==> src/rtl/omsm_pkg.sv <==
// Shared constants, widths and controller/datapath command types for the
// online mean / standard deviation / maximum block. No dependencies.
`default_nettype none

package omsm_pkg;

    // Field and state widths
    localparam int SAMPLE_BITS = 24;
    localparam int FRAC_BITS   = 16;
    localparam int FIX_W       = SAMPLE_BITS + FRAC_BITS;
    localparam int COUNT_W     = 32;
    localparam int SUM_W       = 64;

    // Iterative unit widths
    localparam int PROD_W      = 2 * FIX_W;
    localparam int RAD_W       = SUM_W + FRAC_BITS;
    localparam int ROOT_W      = (RAD_W + 1) / 2;
    localparam int REM_W       = ROOT_W + 3;
    localparam int STEP_W      = $clog2(SUM_W);

    // Divider operand select
    localparam logic DIV_MEAN = 1'b0;
    localparam logic DIV_VAR  = 1'b1;

    // Controller to datapath commands (one step pulse per cycle)
    typedef struct packed {
        logic load;
        logic div_init;
        logic div_sel;
        logic div_step;
        logic mean_upd;
        logic mul_init;
        logic mul_step;
        logic acc;
        logic sqrt_init;
        logic sqrt_step;
        logic dev_upd;
        logic out_load;
    } t_dp_cmd;

    // Datapath to controller status
    typedef struct packed {
        logic n_gt1;
    } t_dp_sts;

endpackage

`default_nettype wire

==> src/rtl/omsm_if.sv <==
// Valid/ready channel interfaces for sample input items and statistics
// result items. Depends on omsm_pkg.
`default_nettype none

interface omsm_in_if import omsm_pkg::*; ();
    logic                   valid;
    logic                   ready;
    logic [SAMPLE_BITS-1:0] sample;

    modport source (output valid, output sample, input ready);
    modport sink   (input valid, input sample, output ready);
endinterface

interface omsm_out_if import omsm_pkg::*; ();
    logic                   valid;
    logic                   ready;
    logic [COUNT_W-1:0]     sample_count;
    logic [FIX_W-1:0]       mean_value;
    logic [FIX_W-1:0]       std_deviation;
    logic [SAMPLE_BITS-1:0] max_sample;

    modport source (output valid, output sample_count, output mean_value,
                    output std_deviation, output max_sample, input ready);
    modport sink   (input valid, input sample_count, input mean_value,
                    input std_deviation, input max_sample, output ready);
endinterface

`default_nettype wire

==> src/rtl/omsm_dp.sv <==
// Datapath: statistics state, shared radix-2 divider, shift-add multiplier,
// digit-by-digit square root and the output register. Depends on omsm_pkg.
`default_nettype none

module omsm_dp import omsm_pkg::*; (
    input  logic                   i_clk,
    input  logic                   i_rst_n,
    input  t_dp_cmd                i_cmd,
    output t_dp_sts                o_sts,
    input  logic [SAMPLE_BITS-1:0] i_sample,
    output logic [COUNT_W-1:0]     o_sample_count,
    output logic [FIX_W-1:0]       o_mean_value,
    output logic [FIX_W-1:0]       o_std_deviation,
    output logic [SAMPLE_BITS-1:0] o_max_sample
);

    // Statistics state
    logic [COUNT_W-1:0]     r_count;
    logic [FIX_W-1:0]       r_mean;
    logic [SUM_W-1:0]       r_sum;
    logic [FIX_W-1:0]       r_dev;
    logic [SAMPLE_BITS-1:0] r_max;

    // Per-item working registers
    logic [FIX_W-1:0]       r_x;
    logic                   r_up;
    logic [FIX_W-1:0]       r_d1;
    logic [SUM_W-1:0]       r_quo;
    logic [COUNT_W-1:0]     r_rem;
    logic [COUNT_W-1:0]     r_dsr;
    logic [PROD_W-1:0]      r_prod;
    logic [2*ROOT_W-1:0]    r_rad;
    logic [ROOT_W-1:0]      r_root;
    logic [REM_W-1:0]       r_srem;

    // Output register
    logic [COUNT_W-1:0]     r_out_count;
    logic [FIX_W-1:0]       r_out_mean;
    logic [FIX_W-1:0]       r_out_dev;
    logic [SAMPLE_BITS-1:0] r_out_max;

    logic [FIX_W-1:0]        x_new;
    logic [FIX_W:0]          diff_up;
    logic [FIX_W-1:0]        diff_dn;
    logic                    up_new;
    logic [COUNT_W:0]        rem_sh;
    logic                    div_ge;
    logic [COUNT_W:0]        rem_nxt;
    logic [FIX_W-1:0]        mean_q;
    logic [FIX_W-1:0]        d2;
    logic [FIX_W:0]          mul_sum;
    logic [PROD_W+SUM_W-1:0] prod_ext;
    logic                    prod_ovf;
    logic [SUM_W:0]          sum_wide;
    logic [REM_W-1:0]        srem_sh;
    logic [REM_W-1:0]        trial;
    logic                    sqrt_ge;
    logic [ROOT_W+FIX_W-1:0] root_ext;
    logic                    root_ovf;

    // Scaled sample and |x - mean| against the old mean
    assign x_new   = {i_sample, {FRAC_BITS{1'b0}}};
    assign diff_up = {1'b0, x_new} - {1'b0, r_mean};
    assign diff_dn = r_mean - x_new;
    assign up_new  = ~diff_up[FIX_W];

    // Restoring divider step
    assign rem_sh  = {r_rem, r_quo[SUM_W-1]};
    assign div_ge  = rem_sh >= {1'b0, r_dsr};
    assign rem_nxt = div_ge ? (rem_sh - {1'b0, r_dsr}) : rem_sh;
    assign mean_q  = r_quo[FIX_W-1:0];

    // Deviation against the new mean
    assign d2 = r_up ? (r_x - r_mean) : (r_mean - r_x);

    // Shift-add multiplier step: multiplier bits sit in the low half
    assign mul_sum = {1'b0, r_prod[PROD_W-1:FIX_W]}
                   + (r_prod[0] ? {1'b0, r_d1} : {(FIX_W+1){1'b0}});

    // Product scaled back to FRAC_BITS, saturating into the sum
    assign prod_ext = {{SUM_W{1'b0}}, r_prod} >> FRAC_BITS;
    assign prod_ovf = |prod_ext[PROD_W+SUM_W-1:SUM_W];
    assign sum_wide = {1'b0, r_sum} + {1'b0, prod_ext[SUM_W-1:0]};

    // Square root step, two radicand bits per step
    assign srem_sh = {r_srem[REM_W-3:0], r_rad[2*ROOT_W-1 -: 2]};
    assign trial   = {1'b0, r_root, 2'b01};
    assign sqrt_ge = srem_sh >= trial;

    // Root clipped to the output width
    assign root_ext = {{FIX_W{1'b0}}, r_root};
    assign root_ovf = |root_ext[ROOT_W+FIX_W-1:FIX_W];

    // Statistics state, cleared by reset
    always_ff @(posedge i_clk) begin
        if (!i_rst_n) begin
            r_count <= '0;
            r_mean  <= '0;
            r_sum   <= '0;
            r_dev   <= '0;
            r_max   <= '0;
        end else begin
            if (i_cmd.load) begin
                if (!(&r_count)) begin
                    r_count <= r_count + 1'b1;
                end
                if (i_sample > r_max) begin
                    r_max <= i_sample;
                end
            end
            if (i_cmd.mean_upd) begin
                r_mean <= r_up ? (r_mean + mean_q) : (r_mean - mean_q);
            end
            if (i_cmd.acc) begin
                r_sum <= (prod_ovf || sum_wide[SUM_W]) ? {SUM_W{1'b1}}
                                                       : sum_wide[SUM_W-1:0];
            end
            if (i_cmd.dev_upd) begin
                r_dev <= root_ovf ? {FIX_W{1'b1}} : root_ext[FIX_W-1:0];
            end
        end
    end

    // Working registers of the iterative units
    always_ff @(posedge i_clk) begin
        if (i_cmd.load) begin
            r_x  <= x_new;
            r_up <= up_new;
            r_d1 <= up_new ? diff_up[FIX_W-1:0] : diff_dn;
        end
        if (i_cmd.div_init) begin
            r_rem <= '0;
            if (i_cmd.div_sel == DIV_VAR) begin
                r_quo <= r_sum;
                r_dsr <= r_count - 1'b1;
            end else begin
                r_quo <= {r_d1, {(SUM_W-FIX_W){1'b0}}};
                r_dsr <= r_count;
            end
        end else if (i_cmd.div_step) begin
            r_rem <= rem_nxt[COUNT_W-1:0];
            r_quo <= {r_quo[SUM_W-2:0], div_ge};
        end
        if (i_cmd.mul_init) begin
            r_prod <= {{FIX_W{1'b0}}, d2};
        end else if (i_cmd.mul_step) begin
            r_prod <= {mul_sum, r_prod[FIX_W-1:1]};
        end
        if (i_cmd.sqrt_init) begin
            r_rad  <= (2*ROOT_W)'({r_quo, {FRAC_BITS{1'b0}}});
            r_root <= '0;
            r_srem <= '0;
        end else if (i_cmd.sqrt_step) begin
            r_rad  <= {r_rad[2*ROOT_W-3:0], 2'b00};
            r_root <= {r_root[ROOT_W-2:0], sqrt_ge};
            r_srem <= sqrt_ge ? (srem_sh - trial) : srem_sh;
        end
    end

    // Output register
    always_ff @(posedge i_clk) begin
        if (i_cmd.out_load) begin
            r_out_count <= r_count;
            r_out_mean  <= r_mean;
            r_out_dev   <= r_dev;
            r_out_max   <= r_max;
        end
    end

    assign o_sts.n_gt1     = |r_count[COUNT_W-1:1];
    assign o_sample_count  = r_out_count;
    assign o_mean_value    = r_out_mean;
    assign o_std_deviation = r_out_dev;
    assign o_max_sample    = r_out_max;

endmodule

`default_nettype wire

==> src/rtl/omsm_ctrl.sv <==
// Controller: sequences the datapath through load, divide, mean update, multiply,
// accumulate, then divide and square root when n > 1, then output. Depends on omsm_pkg.
`default_nettype none

module omsm_ctrl import omsm_pkg::*; (
    input  logic    i_clk,
    input  logic    i_rst_n,
    input  logic    i_in_valid,
    output logic    o_in_ready,
    input  logic    i_out_ready,
    output logic    o_out_valid,
    input  t_dp_sts i_sts,
    output t_dp_cmd o_cmd
);

    localparam logic [3:0] S_IDLE      = 4'd0;
    localparam logic [3:0] S_DIV1_INIT = 4'd1;
    localparam logic [3:0] S_DIV1      = 4'd2;
    localparam logic [3:0] S_MEAN      = 4'd3;
    localparam logic [3:0] S_D2        = 4'd4;
    localparam logic [3:0] S_MUL       = 4'd5;
    localparam logic [3:0] S_ACC       = 4'd6;
    localparam logic [3:0] S_DIV2_INIT = 4'd7;
    localparam logic [3:0] S_DIV2      = 4'd8;
    localparam logic [3:0] S_SQRT_INIT = 4'd9;
    localparam logic [3:0] S_SQRT      = 4'd10;
    localparam logic [3:0] S_DEV       = 4'd11;
    localparam logic [3:0] S_DONE      = 4'd12;

    logic [3:0]        r_state;
    logic [3:0]        n_state;
    logic [STEP_W-1:0] r_step;
    logic [STEP_W-1:0] n_step;
    logic              r_out_valid;
    logic              n_out_valid;
    t_dp_cmd           cmd;
    logic              last_step;

    assign last_step = (r_step == '0);

    // Next state and command decode
    always_comb begin
        n_state = r_state;
        n_step  = r_step;
        cmd     = '0;
        case (r_state)
            S_IDLE: begin
                if (i_in_valid) begin
                    cmd.load = 1'b1;
                    n_state  = S_DIV1_INIT;
                end
            end
            S_DIV1_INIT: begin
                cmd.div_init = 1'b1;
                cmd.div_sel  = DIV_MEAN;
                n_step       = STEP_W'(FIX_W - 1);
                n_state      = S_DIV1;
            end
            S_DIV1: begin
                cmd.div_step = 1'b1;
                n_step       = r_step - 1'b1;
                if (last_step) begin
                    n_state = S_MEAN;
                end
            end
            S_MEAN: begin
                cmd.mean_upd = 1'b1;
                n_state      = S_D2;
            end
            S_D2: begin
                cmd.mul_init = 1'b1;
                n_step       = STEP_W'(FIX_W - 1);
                n_state      = S_MUL;
            end
            S_MUL: begin
                cmd.mul_step = 1'b1;
                n_step       = r_step - 1'b1;
                if (last_step) begin
                    n_state = S_ACC;
                end
            end
            S_ACC: begin
                cmd.acc = 1'b1;
                n_state = i_sts.n_gt1 ? S_DIV2_INIT : S_DONE;
            end
            S_DIV2_INIT: begin
                cmd.div_init = 1'b1;
                cmd.div_sel  = DIV_VAR;
                n_step       = STEP_W'(SUM_W - 1);
                n_state      = S_DIV2;
            end
            S_DIV2: begin
                cmd.div_step = 1'b1;
                n_step       = r_step - 1'b1;
                if (last_step) begin
                    n_state = S_SQRT_INIT;
                end
            end
            S_SQRT_INIT: begin
                cmd.sqrt_init = 1'b1;
                n_step        = STEP_W'(ROOT_W - 1);
                n_state       = S_SQRT;
            end
            S_SQRT: begin
                cmd.sqrt_step = 1'b1;
                n_step        = r_step - 1'b1;
                if (last_step) begin
                    n_state = S_DEV;
                end
            end
            S_DEV: begin
                cmd.dev_upd = 1'b1;
                n_state     = S_DONE;
            end
            S_DONE: begin
                // wait for the output register to free up
                if (!r_out_valid || i_out_ready) begin
                    cmd.out_load = 1'b1;
                    n_state      = S_IDLE;
                end
            end
            default: begin
                n_state = S_IDLE;
            end
        endcase
    end

    // Output valid flag
    always_comb begin
        if (cmd.out_load) begin
            n_out_valid = 1'b1;
        end else if (i_out_ready) begin
            n_out_valid = 1'b0;
        end else begin
            n_out_valid = r_out_valid;
        end
    end

    always_ff @(posedge i_clk) begin
        if (!i_rst_n) begin
            r_state     <= S_IDLE;
            r_step      <= '0;
            r_out_valid <= 1'b0;
        end else begin
            r_state     <= n_state;
            r_step      <= n_step;
            r_out_valid <= n_out_valid;
        end
    end

    assign o_in_ready  = (r_state == S_IDLE);
    assign o_out_valid = r_out_valid;
    assign o_cmd       = cmd;

endmodule

`default_nettype wire

==> src/rtl/online_mean_stddev_max_core.sv <==
// Running latency statistics (Welford mean and sample standard deviation,
// 16 fractional bits) plus sample count and maximum, one result item per
// sample item. One item is worked on at a time: it is taken when the
// controller is idle and runs through a shared one-bit-per-cycle divider, a
// one-bit-per-cycle multiplier and a two-bit-per-cycle square root. The mean
// division and the product work through the sample plus fraction width,
// the variance division through the sum width and the square root through
// half the radicand width; the variance division and the square root are
// skipped while fewer than two samples have been seen. The next item can
// be taken in the cycle after the result enters the output register.
// The output register holds a finished result while the next item is
// already being computed; a result whose register is still full waits.
// Depends on omsm_pkg, omsm_if, omsm_ctrl and omsm_dp.
`default_nettype none

module online_mean_stddev_max_core import omsm_pkg::*; (
    input  logic              i_clk,
    input  logic              i_rst_n,
    omsm_in_if.sink           i_in,
    omsm_out_if.source        o_out
);

    t_dp_cmd w_cmd;
    t_dp_sts w_sts;
    logic    w_in_ready;
    logic    w_out_valid;

    omsm_ctrl u_ctrl (
        .i_clk       (i_clk),
        .i_rst_n     (i_rst_n),
        .i_in_valid  (i_in.valid),
        .o_in_ready  (w_in_ready),
        .i_out_ready (o_out.ready),
        .o_out_valid (w_out_valid),
        .i_sts       (w_sts),
        .o_cmd       (w_cmd)
    );

    omsm_dp u_dp (
        .i_clk           (i_clk),
        .i_rst_n         (i_rst_n),
        .i_cmd           (w_cmd),
        .o_sts           (w_sts),
        .i_sample        (i_in.sample),
        .o_sample_count  (o_out.sample_count),
        .o_mean_value    (o_out.mean_value),
        .o_std_deviation (o_out.std_deviation),
        .o_max_sample    (o_out.max_sample)
    );

    assign i_in.ready  = w_in_ready;
    assign o_out.valid = w_out_valid;

    // A sample is loaded only on an accepted input item
    a_load_on_accept: assert property (@(posedge i_clk) disable iff (!i_rst_n)
        w_cmd.load |-> (i_in.valid && i_in.ready))
        else $error("sample loaded without an accepted item");

    // A result never overwrites one that has not been taken
    a_no_overwrite: assert property (@(posedge i_clk) disable iff (!i_rst_n)
        w_cmd.out_load |-> (!o_out.valid || o_out.ready))
        else $error("pending result overwritten");

    // At most one datapath step per cycle
    a_one_step: assert property (@(posedge i_clk) disable iff (!i_rst_n)
        $onehot0({w_cmd.load, w_cmd.div_init, w_cmd.div_step, w_cmd.mean_upd,
                  w_cmd.mul_init, w_cmd.mul_step, w_cmd.acc, w_cmd.sqrt_init,
                  w_cmd.sqrt_step, w_cmd.dev_upd, w_cmd.out_load}))
        else $error("overlapping datapath commands");

    // An accepted item blocks the input while it is being worked on
    a_busy_after_accept: assert property (@(posedge i_clk) disable iff (!i_rst_n)
        (i_in.valid && i_in.ready) |=> !i_in.ready)
        else $error("input ready while an item is in progress");

endmodule

`default_nettype wire
==> src/flat_wrapper.sv <==
// flat-port wrapper written by rule: the top's interface ports become plain ports
module online_mean_stddev_max_core_flat import omsm_pkg::*;
  (i_clk, i_rst_n, i_in_valid, i_in_sample, i_in_ready, o_out_valid, o_out_sample_count, o_out_mean_value, o_out_std_deviation, o_out_max_sample, o_out_ready);
  omsm_in_if i_in_i ();
  omsm_out_if o_out_i ();
  input  logic i_clk;
  input  logic i_rst_n;
  input wire logic [$bits(i_in_i.valid)-1:0] i_in_valid;
  input wire logic [$bits(i_in_i.sample)-1:0] i_in_sample;
  output wire logic [$bits(i_in_i.ready)-1:0] i_in_ready;
  output wire logic [$bits(o_out_i.valid)-1:0] o_out_valid;
  output wire logic [$bits(o_out_i.sample_count)-1:0] o_out_sample_count;
  output wire logic [$bits(o_out_i.mean_value)-1:0] o_out_mean_value;
  output wire logic [$bits(o_out_i.std_deviation)-1:0] o_out_std_deviation;
  output wire logic [$bits(o_out_i.max_sample)-1:0] o_out_max_sample;
  input wire logic [$bits(o_out_i.ready)-1:0] o_out_ready;
  assign i_in_i.valid = i_in_valid;
  assign i_in_i.sample = i_in_sample;
  assign i_in_ready = i_in_i.ready;
  assign o_out_valid = o_out_i.valid;
  assign o_out_sample_count = o_out_i.sample_count;
  assign o_out_mean_value = o_out_i.mean_value;
  assign o_out_std_deviation = o_out_i.std_deviation;
  assign o_out_max_sample = o_out_i.max_sample;
  assign o_out_i.ready = o_out_ready;
  online_mean_stddev_max_core u_core (.i_clk(i_clk), .i_rst_n(i_rst_n), .i_in(i_in_i), .o_out(o_out_i));
endmodule
==> config.mk <==
export PLATFORM = sky130hd
export DESIGN_NAME = online_mean_stddev_max_core_flat
export DESIGN_NICKNAME = d
export VERILOG_FILES = /design/src/rtl/omsm_pkg.sv /design/src/rtl/omsm_if.sv /design/src/rtl/omsm_dp.sv /design/src/rtl/omsm_ctrl.sv /design/src/rtl/online_mean_stddev_max_core.sv /design/src/flat_wrapper.sv
export SDC_FILE = /design/constraint.sdc
export NUM_CORES = 2
export LEC_CHECK = 0
export BUFFER_PORTS_ARGS = -buffer_cell sky130_fd_sc_hd__buf_2
export CAP_MARGIN = 5
export CORE_UTILIZATION = 65
export CTS_CLUSTER_SIZE = 12
export DETAILED_ROUTE_END_ITERATION = 12
export PLACE_DENSITY_LB_ADDON = 0.08
export SYNTH_ARGS = -nofsm -noshare
export SYNTH_HDL_FRONTEND = slang
export SYNTH_HIERARCHICAL = 1
export SYNTH_SLANG_ARGS = --single-unit
==> constraint.sdc <==
create_clock -name i_clk -period 12.1 [get_ports i_clk]
set_clock_uncertainty 0.2 [all_clocks]
set_input_delay 1.21 -clock i_clk [delete_from_list [all_inputs] [get_ports i_clk]]
set_output_delay 1.21 -clock i_clk [all_outputs]
set_load 0.005 [all_outputs]
==> results.py <==
metrics = {
    "status": {
        "outcome": "finished clean",
    },
    "worst_setup_path": {
        "max_stage_delay_ns": 0.89,
        "crit_top_cell": "nor2_1",
        "crit_fanout": 6,
        "slowest_stage": "nor4_1",
        "arrival_ns": 6.05,
        "start_kind": "register",
        "path_cells": "nor4_1 -> nand3_1 -> nor2_1 -> nand2_1 -> or2_2 -> nor3b_1 -> a21oi_1 -> xor2_1 -> ha_1 -> and3_1 -> nand3_1 -> nor2_1 -> nand2_1 -> o21ai_0 -> a21oi_1 -> nor2_1 -> nor3_1 -> xnor2_1 -> and3_1 -> o21a_1",
        "endpoint_kind": "register",
        "required_ns": 12.43,
        "critical_path_class": "reg -> reg",
        "reg2reg_depth": 20,
    },
    "floorplanning": {
        "io_pins": 166,
        "start_util": 0.6575,
        "die_area_mm2": 0.07351,
        "rows": 98,
        "core_area_mm2": 0.07161,
        "fp.dieH_um": 271.1,
        "die_x_um": 271.1,
    },
    "logic_synthesis": {
        "ys.flop_type": "edfxtp_1",
        "syn_nets": 5369,
        "synth_seq_area_share": 0.4105,
        "synth.area.top_cells": "edfxtp_1 (26%), dfxtp_1 (15%), ha_1 (9.1%)",
        "ys_top_cells_by_count": "a21oi_1 (459), edfxtp_1 (401), nor2_1 (393)",
        "async_flop_share": 0,
        "syn_avg_cell_area_um2": 9.427,
        "synthesis.area_mm2": 0.04708,
        "synth_seq_cells": 765,
        "synth_cells": 4994,
        "netlist-cell-type-count": 94,
        "yosysTopAreaCellShare": 0.2558,
        "yosys.cell_count.top_type": "a21oi_1",
        "yosysTopAreaCell": "edfxtp_1",
        "yosysWarnings": 6,
        "synth-edff-count": 401,
    },
    "route": {
        "vias": 36890,
        "routed_wl_mm": 119.2,
        "routedWlPerCell_um": 19.76,
        "route.detailed.drc": 0,
        "via_per_inst": 6.113,
        "drtAntennaViolNets": 0,
        "dr.pass1.iters": 6,
        "drt-initial-drc-count": 3152,
    },
    "global_route": {
        "grt_antenna_before_repair": 1,
        "overflow": 0,
        "grt_max_degree": 127,
        "gr-usage-all-layers": 0.3174,
        "grt_pass1_wl_mm": 188.8,
        "grt_pass1_vias": 35390,
    },
    "timing": {
        "tightest_slew_ns": 1.052,
        "hold_violations": 0,
        "slew_headroom": 0.2987,
        "fin_crit_ns": 5.712,
        "hold_ws_ns": 0.2316,
        "slew_viol_final": 0,
        "max_freq_mhz": 175.1,
        "setup_violations": 0,
        "rsz0062_at_grt": "false",
        "finalSetupTns_ns": 0,
        "finalCritPeriodShare": 0.4721,
    },
    "final_layout": {
        "multiInputGateArea_mm2": 0.02569,
        "num-fill-cells": 5562,
        "area_growth_pct": 8.531,
        "final_cells": 6035,
        "layout-drive-gt1-share": 0.08869,
        "nets": 5388,
        "final-seq-area_mm2": 0.01933,
        "antenna_cells": 0,
    },
    "clock_tree": {
        "cts.path.max_buffers": 3,
        "h-tree-depth": 3,
        "cts_root_buffer": "clkbuf_16",
        "cts-hold-fix-buffers": 0,
        "cts-buffers-inserted": 84,
        "path_clk_slew_ns": 0.06,
        "clkSinkCount": 765,
        "cts_setup_buffers": 0,
        "cts-resized-gates": 0,
        "insertion_delay_ns": 0.64,
        "cts_tree": "built",
    },
    "job": {
        "maxCapViolCount": 0,
    },
    "place": {
        "gp_congestion": 0.9628,
        "portBuffers": 165,
        "placed_cells": 5877,
        "place_hpwl_mm": 85.51,
    },
    "pwr": {
        "leakagePower_nw": 21.16,
        "p_total_mw": 10.80,
        "p_per_area_mw_per_mm2": 211.3,
        "ir_worst_vdd_v": 0.0001928,
    },
    "worst_hold_path": {
        "worstHoldPathCells": 0,
        "hold_path.class": "reg -> reg",
    },
}
per-stage QoR:
stage | area, um^2 | setup slack, ns | utilization
detailed placement | 48380 | 6.573 | 0.6757
finish | 51100 | 6.388 | 0.7136
floorplan | 47080 | 6.312 | -
CTS | 51100 | 6.447 | 0.7136
global route | 51100 | 5.867 | 0.7136
global placement | 48380 | 6.621 | 0.6757
per-layer routing:
layer	up-vias	track usage	wire, um
met2	1179	0.5388	56710
li1	17910	-	-
met5	-	0	0
met1	17590	0.4120	51320
met3	220	0.03848	6731
met4	0	0.1277	4470
logic make-up after synthesis:
kind of cell,share of synthesized area
AO/OA/AOI/OAI,0.1768
XOR/XNOR,0.06995
adder cells (fa/ha/maj),0.09318
buffers and inverters,0.04574
flip-flops,0.4105
multiplexers,0.07037
AND/OR/NAND/NOR,0.1334
final timing paths:
path | start | endpoint | slack, ns
min | u_core/u_dp/r_dev[19] | u_core/u_dp/o_std_deviation[19] | 0.23
max | u_core/u_dp/r_quo[5] | u_core/u_dp/r_mean[39] | 6.39
min reg2reg | u_core/u_dp/r_dev[19] | u_core/u_dp/o_std_deviation[19] | 0.23
max reg2reg | u_core/u_dp/r_quo[5] | u_core/u_dp/r_mean[39] | 6.39
cell usage in the layout, fill, tap and decap left out, types with 177 or more instances in the layout:
master    count
o21ai_0     284
a21oi_1     459
inv_1       283
edfxtp_1    401
xnor2_1     226
nand2_1     292
ha_1        341
dfxtp_1     364
nor2_1      387
mux2i_1     241
a21o_1      177
sequential cells by signal, summed over array words and instances, names as in the netlist, 4 cells and up:
name,cells
u_core/u_ctrl/r_state,4
u_core/u_dp/r_sum,64
u_core/u_dp/r_d1,40
u_core/u_dp/r_mean,40
u_core/u_dp/o_max_sample,24
u_core/u_dp/r_count,32
u_core/u_dp/o_sample_count,32
u_core/u_dp/o_std_deviation,40
u_core/u_dp/r_quo,64
u_core/u_dp/r_max,24
u_core/u_dp/r_x,24
u_core/u_dp/r_root,40
u_core/u_dp/r_dev,40
u_core/u_dp/o_mean_value,40
u_core/u_dp/r_rad,64
u_core/u_ctrl/r_step,6
u_core/u_dp/r_rem,32
u_core/u_dp/r_dsr,32
u_core/u_dp/r_srem,41
u_core/u_dp/r_prod,80
worst max-delay path, delay by kind of cell, from the launching register on:
| kind | cells | cell delay, ns |
|---|---|---|
| simple gates | 13 | 3.66 |
| compound gates | 4 | 0.66 |
| flops | 1 | 0.43 |
| fa+ha+maj | 1 | 0.34 |
| xor+xnor | 2 | 0.32 |
layout make-up:
class	instances	area share
clock buffer	121	0.04503
inverter	285	0.02094
sequential	765	0.3783
tap	950	0.02326
timing repair buffer	202	0.02172
multi-input combinational	3675	0.5027
clock inverter	37	0.008056
where the power goes:
| part | switching [mW] | leakage [nW] | internal (mW) | total [mW] |
|---|---|---|---|---|
| Sequential | 0.457 | 6.73 | 3.32 | 3.77 |
| Combinational | 2.71 | 13.1 | 1.78 | 4.49 |
| Clock | 1.07 | 1.31 | 1.47 | 2.54 |
| Total | 4.24 | 21.2 | 6.56 | 10.8 |
No activity file was read; power rests on OpenSTA's default activity.
